## src/sv/tbtc_pkg.sv

```systemverilog
// Shared types and constants of the teletype block transfer controller.
package tbtc_pkg;

  localparam logic [1:0] FUNC_CMD    = 2'd0;
  localparam logic [1:0] FUNC_STATUS = 2'd1;
  localparam logic [1:0] FUNC_POLL   = 2'd2;
  localparam logic [1:0] FUNC_UNUSED = 2'd3;

  localparam logic [15:0] E_CMD    = 16'h0001;
  localparam logic [15:0] E_STATUS = 16'h0010;

  localparam logic [7:0] CMD_IDLE   = 8'h00;
  localparam logic [7:0] CMD_KBD    = 8'h01;
  localparam logic [7:0] CMD_WRITE  = 8'h02;
  localparam logic [7:0] CMD_TAPE   = 8'h03;
  localparam logic [7:0] CMD_STOP   = 8'h04;
  localparam logic [7:0] CMD_QUIET0 = 8'h08;
  localparam logic [7:0] CMD_QUIET1 = 8'h09;
  localparam logic [7:0] CMD_QUIET2 = 8'h0A;

  localparam logic [2:0] STAT_CLEAR      = 3'h0;
  localparam logic [2:0] STAT_WRITE_DONE = 3'h2;
  localparam logic [2:0] STAT_READ_DONE  = 3'h3;
  localparam logic [2:0] STAT_NO_SOURCE  = 3'h7;

  localparam logic [14:0] COUNT_MASK = 15'h7FFF;

  typedef enum logic [2:0] {
    OP_NONE,
    OP_REJECT,
    OP_BADCMD,
    OP_HALT,
    OP_START,
    OP_QUIET,
    OP_STATUS,
    OP_POLL
  } op_e;

  typedef enum logic [1:0] {
    MODE_IDLE  = 2'd0,
    MODE_KBD   = 2'd1,
    MODE_TAPE  = 2'd2,
    MODE_WRITE = 2'd3
  } mode_e;

  typedef struct packed {
    op_e         kind;
    mode_e       mode;
    logic        stop;
    logic [7:0]  match;
    logic [15:0] addr;
    logic [15:0] count;
    logic [7:0]  data;
    logic        data_ok;
  } op_t;

  typedef struct packed {
    logic        io_error;
    logic [15:0] status_word;
    logic        mem_write;
    logic [15:0] xfer_addr;
    logic [7:0]  xfer_char;
    logic        print_valid;
    logic        irq;
    logic        count_write;
    logic [15:0] count_value;
    logic        char_write;
    logic [15:0] next_addr;
    logic        busy_res;
  } res_t;

endpackage

```

## src/sv/teletype_block_transfer_controller.sv

```systemverilog
// Top level of the teletype block transfer controller.
//
//   channel | handshake                  | payload
//   input   | in_valid_i / in_stall_o    | func_i .. source_valid_i
//   output  | out_valid_o / out_stall_i  | io_error_o .. busy_res_o
//
// Every input transaction yields exactly one output transaction.
// One transaction per cycle is sustained while the output is not stalled; each
// passes through the operation queue and then the result register in the back end.
// Reset clears the transfer state and the queue and drops the result valid flag at once.
// A stalled output holds the back end, and input stalls once the queue fills.
module teletype_block_transfer_controller #(
  parameter int QUEUE_DEPTH = 2
) (
  input  logic        clk_i,
  input  logic        rst_ni,
  input  logic        in_valid_i,
  output logic        in_stall_o,
  input  logic [1:0]  func_i,
  input  logic [15:0] e_value_i,
  input  logic [7:0]  cmd_code_i,
  input  logic [15:0] count_word_i,
  input  logic [15:0] addr_word_i,
  input  logic [15:0] compare_word_i,
  input  logic [7:0]  source_byte_i,
  input  logic        source_valid_i,
  output logic        out_valid_o,
  input  logic        out_stall_i,
  output logic        io_error_o,
  output logic [15:0] status_word_o,
  output logic        mem_write_o,
  output logic [15:0] xfer_addr_o,
  output logic [7:0]  xfer_char_o,
  output logic        print_valid_o,
  output logic        irq_o,
  output logic        count_write_o,
  output logic [15:0] count_value_o,
  output logic        char_write_o,
  output logic [15:0] next_addr_o,
  output logic        busy_res_o
);
  import tbtc_pkg::*;

  op_t  front_op, queue_op;
  logic queue_full, queue_nonempty, back_take;
  res_t res;

  tbtc_front u_front (
    .func_i         (func_i),
    .e_value_i      (e_value_i),
    .cmd_code_i     (cmd_code_i),
    .count_word_i   (count_word_i),
    .addr_word_i    (addr_word_i),
    .compare_word_i (compare_word_i),
    .source_byte_i  (source_byte_i),
    .source_valid_i (source_valid_i),
    .op_o           (front_op)
  );

  tbtc_queue #(
    .Depth (QUEUE_DEPTH)
  ) u_queue (
    .clk_i      (clk_i),
    .rst_ni     (rst_ni),
    .push_i     (in_valid_i),
    .push_op_i  (front_op),
    .full_o     (queue_full),
    .pop_i      (back_take),
    .nonempty_o (queue_nonempty),
    .pop_op_o   (queue_op)
  );

  tbtc_back u_back (
    .clk_i       (clk_i),
    .rst_ni      (rst_ni),
    .op_valid_i  (queue_nonempty),
    .op_i        (queue_op),
    .op_take_o   (back_take),
    .res_valid_o (out_valid_o),
    .res_stall_i (out_stall_i),
    .res_o       (res)
  );

  assign in_stall_o    = queue_full;
  assign io_error_o    = res.io_error;
  assign status_word_o = res.status_word;
  assign mem_write_o   = res.mem_write;
  assign xfer_addr_o   = res.xfer_addr;
  assign xfer_char_o   = res.xfer_char;
  assign print_valid_o = res.print_valid;
  assign irq_o         = res.irq;
  assign count_write_o = res.count_write;
  assign count_value_o = res.count_value;
  assign char_write_o  = res.char_write;
  assign next_addr_o   = res.next_addr;
  assign busy_res_o    = res.busy_res;

endmodule

```

## src/sv/tbtc_front.sv

```systemverilog
// Front end: classifies each incoming transaction into a decoded operation.
module tbtc_front (
  input  logic [1:0]     func_i,
  input  logic [15:0]    e_value_i,
  input  logic [7:0]     cmd_code_i,
  input  logic [15:0]    count_word_i,
  input  logic [15:0]    addr_word_i,
  input  logic [15:0]    compare_word_i,
  input  logic [7:0]     source_byte_i,
  input  logic           source_valid_i,
  output tbtc_pkg::op_t  op_o
);
  import tbtc_pkg::*;

  always_comb begin
    op_o         = '0;
    op_o.kind    = OP_NONE;
    op_o.mode    = MODE_IDLE;
    op_o.stop    = count_word_i[15];
    op_o.match   = compare_word_i[15:8];
    op_o.addr    = addr_word_i + 16'd1;
    op_o.count   = {1'b0, count_word_i[14:0] & COUNT_MASK} + 16'd1;
    op_o.data    = source_byte_i;
    op_o.data_ok = source_valid_i;
    unique case (func_i)
      FUNC_CMD: begin
        if (e_value_i != E_CMD) begin
          op_o.kind = OP_REJECT;
        end else begin
          unique case (cmd_code_i) inside
            CMD_IDLE, CMD_STOP: op_o.kind = OP_HALT;
            CMD_KBD: begin
              op_o.kind = OP_START;
              op_o.mode = MODE_KBD;
            end
            CMD_WRITE: begin
              op_o.kind = OP_START;
              op_o.mode = MODE_WRITE;
            end
            CMD_TAPE: begin
              op_o.kind = OP_START;
              op_o.mode = MODE_TAPE;
            end
            CMD_QUIET0, CMD_QUIET1, CMD_QUIET2: op_o.kind = OP_QUIET;
            default: op_o.kind = OP_BADCMD;
          endcase
        end
      end
      FUNC_STATUS: op_o.kind = (e_value_i == E_STATUS) ? OP_STATUS : OP_REJECT;
      FUNC_POLL:   op_o.kind = OP_POLL;
      FUNC_UNUSED: op_o.kind = OP_NONE;
      default:     op_o.kind = OP_NONE;
    endcase
  end

endmodule

```

## src/sv/tbtc_queue.sv

```systemverilog
// Short queue of decoded operations between the front and back ends.
module tbtc_queue #(
  parameter int Depth = 2
) (
  input  logic           clk_i,
  input  logic           rst_ni,
  input  logic           push_i,
  input  tbtc_pkg::op_t  push_op_i,
  output logic           full_o,
  input  logic           pop_i,
  output logic           nonempty_o,
  output tbtc_pkg::op_t  pop_op_o
);
  import tbtc_pkg::*;

  localparam int PtrW = (Depth > 1) ? $clog2(Depth) : 1;
  localparam int CntW = $clog2(Depth + 1);

  op_t            slots_q [Depth];
  logic [PtrW-1:0] wr_ptr_q, wr_ptr_d, rd_ptr_q, rd_ptr_d;
  logic [CntW-1:0] count_q, count_d;
  logic           do_push, do_pop;

  assign full_o     = (count_q == CntW'(Depth));
  assign nonempty_o = (count_q != '0);
  assign do_push    = push_i && !full_o;
  assign do_pop     = pop_i && nonempty_o;
  assign pop_op_o   = slots_q[rd_ptr_q];

  always_comb begin
    wr_ptr_d = wr_ptr_q;
    rd_ptr_d = rd_ptr_q;
    count_d  = count_q;
    if (do_push) begin
      wr_ptr_d = (wr_ptr_q == PtrW'(Depth - 1)) ? '0 : wr_ptr_q + 1'b1;
    end
    if (do_pop) begin
      rd_ptr_d = (rd_ptr_q == PtrW'(Depth - 1)) ? '0 : rd_ptr_q + 1'b1;
    end
    case ({do_push, do_pop})
      2'b10:   count_d = count_q + 1'b1;
      2'b01:   count_d = count_q - 1'b1;
      default: count_d = count_q;
    endcase
  end

  always_ff @(posedge clk_i or negedge rst_ni) begin
    if (!rst_ni) begin
      wr_ptr_q <= '0;
      rd_ptr_q <= '0;
      count_q  <= '0;
    end else begin
      wr_ptr_q <= wr_ptr_d;
      rd_ptr_q <= rd_ptr_d;
      count_q  <= count_d;
    end
  end

  always_ff @(posedge clk_i) begin
    if (do_push) begin
      slots_q[wr_ptr_q] <= push_op_i;
    end
  end

endmodule

```

## src/sv/tbtc_back.sv

```systemverilog
// Back end: carries out decoded operations on the transfer state and registers results.
module tbtc_back (
  input  logic           clk_i,
  input  logic           rst_ni,
  input  logic           op_valid_i,
  input  tbtc_pkg::op_t  op_i,
  output logic           op_take_o,
  output logic           res_valid_o,
  input  logic           res_stall_i,
  output tbtc_pkg::res_t res_o
);
  import tbtc_pkg::*;

  logic        active_q, active_d;
  mode_e       mode_q, mode_d;
  logic        stop_q, stop_d;
  logic [7:0]  match_q, match_d;
  logic [15:0] addr_q, addr_d;
  logic [15:0] rem_q, rem_d;
  logic [7:0]  last_q, last_d;
  logic [2:0]  status_q, status_d;
  logic        res_valid_q;
  res_t        res_q, res_d;
  logic        take;

  assign take        = op_valid_i && (!res_valid_q || !res_stall_i);
  assign op_take_o   = take;
  assign res_valid_o = res_valid_q;
  assign res_o       = res_q;

  always_comb begin
    logic [15:0] rem_dec;
    logic        fin;
    rem_dec  = rem_q - 16'd1;
    fin      = 1'b0;
    active_d = active_q;
    mode_d   = mode_q;
    stop_d   = stop_q;
    match_d  = match_q;
    addr_d   = addr_q;
    rem_d    = rem_q;
    last_d   = last_q;
    status_d = status_q;
    res_d    = '0;
    if (take) begin
      unique case (op_i.kind)
        OP_NONE: ;
        OP_REJECT: res_d.io_error = 1'b1;
        OP_BADCMD: begin
          stop_d         = op_i.stop;
          match_d        = op_i.match;
          res_d.io_error = 1'b1;
        end
        OP_HALT: begin
          stop_d   = op_i.stop;
          match_d  = op_i.match;
          active_d = 1'b0;
          mode_d   = MODE_IDLE;
          status_d = STAT_CLEAR;
        end
        OP_START: begin
          stop_d   = op_i.stop;
          match_d  = op_i.match;
          mode_d   = op_i.mode;
          active_d = 1'b1;
          addr_d   = op_i.addr;
          rem_d    = op_i.count;
          status_d = (op_i.mode == MODE_WRITE) ? STAT_WRITE_DONE : STAT_READ_DONE;
        end
        OP_QUIET: begin
          stop_d   = op_i.stop;
          match_d  = op_i.match;
          active_d = 1'b0;
          status_d = STAT_CLEAR;
        end
        OP_STATUS: begin
          res_d.status_word = {status_q, 13'd0} | {1'b0, last_q, 7'd0};
          status_d          = STAT_CLEAR;
        end
        OP_POLL: begin
          if (active_q) begin
            if (rem_q == '0) begin
              fin = 1'b1;
            end else if (mode_q == MODE_KBD || mode_q == MODE_TAPE) begin
              if (!op_i.data_ok) begin
                active_d  = 1'b0;
                status_d  = STAT_NO_SOURCE;
                res_d.irq = 1'b1;
              end else begin
                last_d           = op_i.data;
                res_d.mem_write  = 1'b1;
                res_d.xfer_addr  = addr_q;
                res_d.xfer_char  = op_i.data;
                res_d.char_write = 1'b1;
                addr_d           = addr_q + 16'd1;
                rem_d            = rem_dec;
                if (stop_q && op_i.data == match_q) begin
                  active_d          = 1'b0;
                  status_d          = STAT_READ_DONE;
                  res_d.count_write = 1'b1;
                  res_d.count_value = {stop_q, rem_dec[14:0]};
                  res_d.irq         = 1'b1;
                end else begin
                  fin = (rem_dec == '0);
                end
              end
            end else if (mode_q == MODE_WRITE) begin
              last_d            = op_i.data;
              res_d.xfer_addr   = addr_q;
              res_d.xfer_char   = op_i.data;
              res_d.print_valid = 1'b1;
              addr_d            = addr_q + 16'd1;
              rem_d             = rem_dec;
              fin               = (rem_dec == '0);
            end
          end
        end
        default: ;
      endcase
      if (fin) begin
        active_d          = 1'b0;
        status_d          = (mode_q == MODE_WRITE) ? STAT_WRITE_DONE : STAT_READ_DONE;
        res_d.count_write = 1'b1;
        res_d.count_value = '0;
        res_d.irq         = 1'b1;
      end
      res_d.next_addr = addr_d;
      res_d.busy_res  = active_d;
    end
  end

  always_ff @(posedge clk_i or negedge rst_ni) begin
    if (!rst_ni) begin
      active_q    <= 1'b0;
      mode_q      <= MODE_IDLE;
      stop_q      <= 1'b0;
      match_q     <= '0;
      addr_q      <= '0;
      rem_q       <= '0;
      last_q      <= '0;
      status_q    <= STAT_CLEAR;
      res_valid_q <= 1'b0;
    end else begin
      active_q <= active_d;
      mode_q   <= mode_d;
      stop_q   <= stop_d;
      match_q  <= match_d;
      addr_q   <= addr_d;
      rem_q    <= rem_d;
      last_q   <= last_d;
      status_q <= status_d;
      if (take) begin
        res_valid_q <= 1'b1;
      end else if (!res_stall_i) begin
        res_valid_q <= 1'b0;
      end
    end
  end

  always_ff @(posedge clk_i) begin
    if (take) begin
      res_q <= res_d;
    end
  end

endmodule

```

## config.mk

```make
export PLATFORM = sky130hd
export DESIGN_NAME = teletype_block_transfer_controller
export DESIGN_NICKNAME = d
export VERILOG_FILES = /design/src/sv/tbtc_pkg.sv /design/src/sv/teletype_block_transfer_controller.sv /design/src/sv/tbtc_front.sv /design/src/sv/tbtc_queue.sv /design/src/sv/tbtc_back.sv
export SDC_FILE = /design/constraint.sdc
export NUM_CORES = 1
export LEC_CHECK = 0
export ABC_AREA = 1
export BUFFER_PORTS_ARGS = -buffer_cell sky130_fd_sc_hd__buf_2
export CELL_PAD_IN_SITES_DETAIL_PLACEMENT = 1
export CELL_PAD_IN_SITES_GLOBAL_PLACEMENT = 1
export CORE_MARGIN = 2
export CORE_UTILIZATION = 48
export DETAILED_ROUTE_END_ITERATION = 10
export HOLD_SLACK_MARGIN = 0.06
export PLACE_DENSITY = 0.95
export SLEW_MARGIN = 20
export SYNTH_ARGS = -nofsm -noshare
export SYNTH_HDL_FRONTEND = slang
export SYNTH_SLANG_ARGS = --single-unit
```

## constraint.sdc

```tcl
create_clock -name clk_i -period 10.9 [get_ports clk_i]
set_input_delay 1.09 -clock clk_i [delete_from_list [all_inputs] [get_ports clk_i]]
set_output_delay 1.09 -clock clk_i [all_outputs]
set_load 0.1 [all_outputs]
```

# Word-level counts from Yosys, hierarchy flattened
# Memory sizes are Yosys's and may differ from the RTL's.
# Cells that the tools add are included.
# totals
register_bits	139
latch_bits	0
mem_bits_rw	110
rom_bits	0
in_bits	87
out_inout_bits	81
word_cells	177
mem_count	1
# mem_list
memory	words	word_bits	rd	rd_clocked_by_memory_dff	write_ports	line_no	text
u_queue.slots_q	2	55	1	0	1	tbtc_queue.sv:19	op_t slots_q [Depth];
# classes
n_addsub	8
multipliers	0
n_div	0
order_cmp	0
eq_ne	37
shifts	0
n_mux	65
n_bitwise	7
n_reduce_logical	35
# op_table
operator	n
2-to-1 mux 16 bit	10
2-to-1 mux 19 bit	4
one-hot mux 16 bit (2 select lines)	2
2-to-1 mux 25 bit	2
2-to-1 mux 18 bit	2
adder 16 x 1 -> 16 bit, second input constant	2
logical NOT 16 bit	2
== test 8 x 4 -> 1 bit, second input constant	3
2-to-1 mux 1 bit	24
2-to-1 mux 24 bit	1
2-to-1 mux 3 bit	8
2-to-1 mux 8 bit	3
one-hot mux 3 bit (3 select lines)	2
AND reduction 6 bit	3
adder 15 x 1 -> 16 bit, second input constant	1
== test 16 x 5 -> 1 bit, second input constant	1
== test 8 x 2 -> 1 bit, second input constant	2
!= test 16 x 1 -> 1 bit, second input constant	1
bitwise OR 16 x 15 -> 16 bit	1
subtractor 16 x 1 -> 16 bit, second input constant	1
== test 2 bit, second input constant	7
== test 3 bit, second input constant	4
one-hot mux 3 bit (4 select lines)	1
OR reduction 3 bit	4
other kinds (31)	61

# Depth between registers and ports, before layout
# Gate-level depths: netlist of run 1.
# An unclocked memory read counts as a cell.
# depth
depth_word	12
ltp_mapped	19

# By module
# A second synthesis of run 1 with hierarchy kept.
# unflattened
hier_cells	1269
hier_area_um2	11881.4
# by_module_without_submodules
module	instances	cells_each	area_each_um2	seq_area_each_um2
tbtc_back	1	731	6453.7	3533.4
tbtc_queue	1	319	4264.1	3403.3
tbtc_front	1	219	1163.6	0.0

# Worst setup path after synthesis of run 1
# Ideal clock, no wire load.
# synth_timing
path_type	input to register
from	input port out_stall_i
to	register u_queue.count_q[1]
setup_time_ps	131
arrival_time_ps	4579
required_ps	10769
path_slack_ps	6190
cell_stages	8
n_path_buf	1
cell_sequence	nand2_1 > o21ai_2 > inv_1 > clkbuf_1 > ha_1 > a21oi_1 > o21ai_0 > xor2_1
# synth_via
elab_chain_cells	6
elab_cells_between_ends	8
# synth_lines
item	line_no	text
start, declared	teletype_block_transfer_controller.sv:28	input logic out_stall_i,
logical NOT 1 bit *	tbtc_back.sv:26	assign take = op_valid_i && (!res_valid_q || !res_stall_i);
logical OR 1 bit *	tbtc_back.sv:26	
logical AND 1 bit *	tbtc_back.sv:26	
net back_take	teletype_block_transfer_controller.sv:45	logic queue_full, queue_nonempty, back_take;
logical AND 1 bit *	tbtc_queue.sv:27	assign do_pop = pop_i && nonempty_o;
== test 2 x 1 -> 1 bit / == test 2 bit (equally long branches)	tbtc_queue.sv:40	case ({do_push, do_pop})
one-hot mux 2 bit (2 select lines) / nonzero test 2 bit (equally long branches)	-	
end signal, assigned	tbtc_queue.sv:55	count_q <= count_d;
end, declared	tbtc_queue.sv:21	logic [CntW-1:0] count_q, count_d;
# Mark *: on every way through the listed nets, which the timed path passes. The rest lies on a longest branch.
# A chain may end at the register's enable or synchronous reset.

# Worst setup path after layout of run 1
# layout_timing
from	register u_queue.rd_ptr_q
to	register u_back.rem_q[7]
# layout_via
elab_chain_cells	4
elab_cells_between_ends	10
# layout_lines
item	line_no	text
start, declared	tbtc_queue.sv:20	logic [PtrW-1:0] wr_ptr_q, wr_ptr_d, rd_ptr_q, rd_ptr_d;
start signal, assigned	tbtc_queue.sv:54	rd_ptr_q <= rd_ptr_d;
memory (2 x 55 bit) *	-	
== test 3 bit	tbtc_back.sv:46	unique case (op_i.kind)
!= test 3 x 2 -> 1 bit (no line), or another cell as far along	-	
AND reduction 6 bit (no line)	-	
end signal, assigned	tbtc_back.sv:149	rem_q <= rem_d;
end, declared	tbtc_back.sv:19	logic [15:0] rem_q, rem_d;
# Mark *: on every way between the ends. The rest lies on a longest branch, timed or not.

==> results of run 1 <==
==> cells in the mapped netlist (3+ instances only) <==
library cell	number
nor2_1	179
nand3b_1	3
o211ai_1	19
inv_2	10
o21ai_1	10
buf_6	6
a31oi_1	12
clkbuf_1	13
buf_2	9
inv_1	105
nand2_1	209
nor3_1	19
ha_1	11
o21ai_0	60
buf_4	10
nand4_1	10
a21oi_1	25
nor4_1	4
or2_2	4
o311ai_2	5
dfrtp_1	60
nand3_1	57
o221ai_1	3
xor2_1	29
o21ai_2	3
xnor2_1	8
edfxtp_1	181
nand2_2	7
nor3b_1	4
==> power by group through the flow <==
stage          Clock, mW  Combinational, mW  Sequential, mW
6_report           0.895               2.17            1.56
5_1_grt            0.939               2.30            1.58
4_1_cts            0.905               2.17            1.55
3_5_place_dp           0               2.13            1.56
3_3_place_gp           0               2.03            1.53
2_1_floorplan          0              0.866            2.34
==> final cells by class <==
cell class,count,share of cell area
diodes,2,0.000378
clock buffers,40,0.0593
flip-flops and latches,241,0.524
repair buffers,158,0.0609
multi-input cells,723,0.286
clock inverters,10,0.00605
inverters,115,0.0327
well taps,319,0.0302
==> state kept, by name, indices dropped and copies added (netlist names), 3 cells and up <==
| name | flops |
|---|---|
| u_back.addr_q | 16 |
| u_back.status_q | 3 |
| u_back.rem_q | 16 |
| u_back.res_o | 71 |
| u_queue.slots_q | 110 |
| u_back.last_q | 8 |
| u_back.match_q | 8 |
==> path summary, 6_finish.rpt <==
kind,startpoint,endpoint,slack [ps],cells after the start
max reg2reg,u_queue.rd_ptr_q,u_back.rem_q[7],6720,12
max,u_queue.rd_ptr_q,u_back.rem_q[7],6720,12
max in group asynchronous,rst_ni,u_back.match_q[7],9550,2
min in group asynchronous,rst_ni,u_queue.count_q[0],710,2
min reg2reg,u_queue.slots_q[0][41],u_back.match_q[0],540,2
min,u_queue.slots_q[0][41],u_back.match_q[0],540,2
==> cell families after synthesis <==
group	after synthesis	synth area share
AO/OA/AOI/OAI	155	0.0927
XOR/XNOR	37	0.0285
adder cells (fa/ha/maj)	11	0.0121
buffers and inverters	155	0.0596
flip-flops	241	0.610
multiplexers	2	0.00176
other	1	0.000330
AND/OR/NAND/NOR	511	0.195
==> metal layers <==
metal	part of all wire	vias up	GRT usage
li1	-	4074	-
met1	0.37	4495	0.331
met2	0.52	427	0.506
met3	0.071	123	0.0531
met4	0.041	2	0.119
met5	0.00031	-	0
==> critical path, stage by stage (launching register included) <==
cell and delay, ps:
dfrtp_2 610, buf_4 390, inv_2 90, buf_4 530, or2_4 250, o21ai_4 90, nor2_4 190, nand2_8 210
nor2_8 240, nand2_2 340, a21oi_4 730, o211ai_1 200, o21ai_0 150
==> per-stage QoR <==
step	hold WS [ps]	area, um2	setup slack [ps]
final	538	13200	6720
after global routing	562	13200	6490
after CTS	536	13200	6730
after detailed placement	511	12400	6860
after global placement	469	12400	7020
after floorplan	443	11400	6190
==> qor.txt, run 1 <==
Status: finished, final reports clean
Seq pwr share: 0.336
Die width: 158 um
Most frequent cells in the layout: nand2_1, edfxtp_1, nor2_1, buf_2, inv_1
Library cells used by synthesis: 58
Seq. cell area: 6940 um2
Critical Path Source Type: flip-flop
Asr flop ratio synth: 0.249
Io pins: 168
Syn Inst Count: 1113
Via Count: 9121
Layout cell share with drive strength beyond 1: 0.197
P_int: 2.27 mW
Hold WC Path Type: flip-flop to flip-flop
Inserted Clock Buffers: 27
Dpl cells: 1556
Core box area: 23300 um2
Min cycle time layout: 4180 ps
Pins over their slew limit: 0
Synthesized area: 11400 um2
Clock group share of total power: 0.194
Synth Area per Inst: 10.2 um2
H-tree depth: 1
WL per Instance: 21.7 um
GRT Total Usage: 0.282
GR Overflow Total: 0
PD cells: 350 nW/um2
DR vias/cell: 5.67
Initial antenna violation count: 2
Seq/Total Area, Yosys: 0.610
Slew @ Worst Pin: 1020 ps
Slew headroom: 0.323
CP arrival: 4630 ps
Initial Utilization: 0.487
Period utilization: 0.384
Biggest area consumer among synthesized cells: edfxtp_1
Final core utilization: 0.567
Yosys reg bits: 241
Combinational power share: 0.470
Iteration-0 DRC count of the detailed router: 627
Fmax: 239 MHz
Worst-skew pair later-pin latency: 560 ps
Die ar.: 24900 um2
Setup Crit Path Kind: flip-flop to flip-flop
First-pass GRT wire length: 53700 um
GPL Wtd Cong: 0.823
Unrepaired setup endpoints after global routing: no
Clock-pin slew on the worst setup and hold paths: 60 ps
Final setup vio count: 0
Postcts setup bufs: 0
Row count: 56
Clock skew: 23.5 ps
Port Buffer Count: 152
Cts hold-fix bufs: 0
CP required: 11340 ps
DRC Markers: 0
Fin. Hold Viols: 0
Worst-path maximum fanout: 53
P_leak: 5.55 nW
Clk sinks: 241
Yosys warnings: 0
Multi-input logic area: 3790 um2
Count of non-filler cells in the finished layout: 1608
DIE HEIGHT: 158 um
Nets: 1364
TritonRoute pass-1 iters: 5
Sw Pwr: 2.36 mW
Maximum vdd drop: 0.000227 V
Final HPWL DP: 23300 um
Layout area overhead: 16.4%
CTS tree: built
Clk root buf: clkbuf_16
Fill count: 2582
Leading cell type in the layout, fill and taps excluded: nand2_1
ANT nets after route: 0
Drt total wl: 34900 um
Sw Share: 0.509
Largest net degree at the start of global routing: 83
CTS Buffer Depth: 3
Sum Neg Setup Slack: 0 ps
Post-CTS Resized: 0
Overall power: 4.63 mW
Ys flop type: edfxtp_1
Number of global-route vias before repair: 9894
Area share of the largest cell type after synthesis: 0.478
Post-synth EDFFs: 181
Max cap viols: 0
Critical path capture point type: flip-flop
Synth area leaders: edfxtp_1, dfrtp_1, nand2_1, nor2_1, inv_1
Note: power is estimated with default switching activity, not from simulation.
==> run 2, diff against run 1 <==
CORE_UTILIZATION = 40   (was 48)
PLACE_DENSITY = 0.86   (was 0.95)
clock period = 3.6 ns   (was 10.9 ns; I/O delays follow)
==> run 2 against run 1 <==
Effect of this change:
- clock power grew to 2.9 times the previous value
- critical endpoint is now u_back.addr_q[2]
- clock skew is 9.7 ps lower
- register-to-register slack got worse by 6000 ps
- die area increased by 19%
- cell count increased by 5.1%
- largest power group unchanged
==> qor.txt, run 2 (synthesized netlist as in run 1, its figures left out) <==
Clk root buf: clkbuf_16
Maximum vdd drop: 0.000787 V
CP required: 4000 ps
CTS tree: built
Io pins: 168
Iteration-0 DRC count of the detailed router: 488
Placement Cell Area: 12500 um2
Port Buffer Count: 152
Final HPWL DP: 21600 um
Core box area: 27900 um2
Clock-pin slew on the worst setup and hold paths: 60 ps
H-tree depth: 1
Critical Path Source Type: flip-flop
Worst-path maximum fanout: 21
Sum Neg Setup Slack: 0 ps
Critical path capture point type: flip-flop
TritonRoute pass-1 iters: 5
Clk sinks: 241
Min cycle time layout: 2920 ps
Nets: 1388
PD cells: 1020 nW/um2
DRC Markers: 0
Hold WC Path Type: primary input to flip-flop
CTS Buffer Depth: 3
Inserted Clock Buffers: 26
Period utilization: 0.810
Initial antenna violation count: 4
Cts hold-fix bufs: 19
Layout cell share with drive strength beyond 1: 0.195
CP arrival: 3320 ps
Leading cell type in the layout, fill and taps excluded: nand2_1
Row count: 61
Final setup vio count: 0
Status: finished, final reports clean
Via Count: 8779
Most frequent cells in the layout: nand2_1, edfxtp_1, nor2_1, buf_2, inv_1
Unrepaired setup endpoints after global routing: no
GPL Wtd Cong: 0.856
DIE HEIGHT: 173 um
Number of global-route vias before repair: 9634
Largest register FFs: 110
P_leak: 5.66 nW
Overall power: 13.8 mW
Post-CTS Resized: 0
GRT Total Usage: 0.214
Setup Crit Path Kind: flip-flop to flip-flop
Die ar.: 29800 um2
Largest net degree at the start of global routing: 72
Drt total wl: 32100 um
Slew headroom: 0.395
GR Overflow Total: 0
Worst-skew pair later-pin latency: 530 ps
Layout area overhead: 19.2%
Die width: 173 um
Postcts setup bufs: 0
Reg with most FFs: u_queue.slots_q
Slew @ Worst Pin: 899 ps
Clock skew: 13.8 ps
Initial Utilization: 0.408
R2R Setup Slk: 680 ps
First-pass GRT wire length: 51100 um
Max cap viols: 0
Pins over their slew limit: 0
WL per Instance: 19.0 um
ANT nets after route: 0
DR vias/cell: 5.19
Fin. Hold Viols: 0
Post-route cell area: 13500 um2
Fmax: 343 MHz
-- run 2: per-stage QoR --
stage	cells	util	setup WS [ps]	hold slack (ps)
after global routing	1690	0.486	507	102
after global placement	1621	0.449	873	470
after detailed placement	1621	0.449	762	487
after CTS	1688	0.486	714	71.9
final	1690	0.486	685	87.3
after floorplan	1119	-	162	64.4
-- run 2: area by class of cell --
cell class,count,area [um2]
fill,3125,14300
sequential,241,6940
multi-input combinational,723,3790
timing repair buffer,183,1070
clock buffer,34,722
tap,378,473
inverter,115,434
clock inverter,14,115
antenna,2,5.00
-- run 2: metal layers --
layer / share of wire / GRT usage
met5: 0.00090 / 0
met3: 0.048 / 0.0336
met2: 0.50 / 0.383
met4: 0.030 / 0.0748
met1: 0.42 / 0.263
-- run 2: path summary, 6_finish.rpt --
| check | end | depth (start not counted) | from |
|---|---|---|---|
| min in group asynchronous | u_back.addr_q[12] | 2 | rst_ni |
| min | u_back.res_valid_o | 3 | out_stall_i |
| min reg2reg | u_back.status_q[2] | 2 | u_back.status_q[2] |
| max | u_back.addr_q[2] | 12 | u_queue.rd_ptr_q |
| max reg2reg | u_back.addr_q[2] | 12 | u_queue.rd_ptr_q |
| max in group asynchronous | u_queue.count_q[1] | 3 | rst_ni |
-- run 2: power breakdown --
group	internal [mW]	switching (mW)	total [mW]
clock network	1.55	1.09	2.64
registers	4.14	0.518	4.66
logic	1.20	5.33	6.53
-- run 2: worst max-delay path: stages (launching register included) --
cell and delay (ps):
dfrtp_2 600, inv_2 150, buf_4 250, or2_1 150
o21ai_2 120, nand2_2 120, nand2_2 200, nor2_1 400
inv_2 120, o211ai_1 230, o311ai_1 230, nand2_1 110
o21ai_0 90
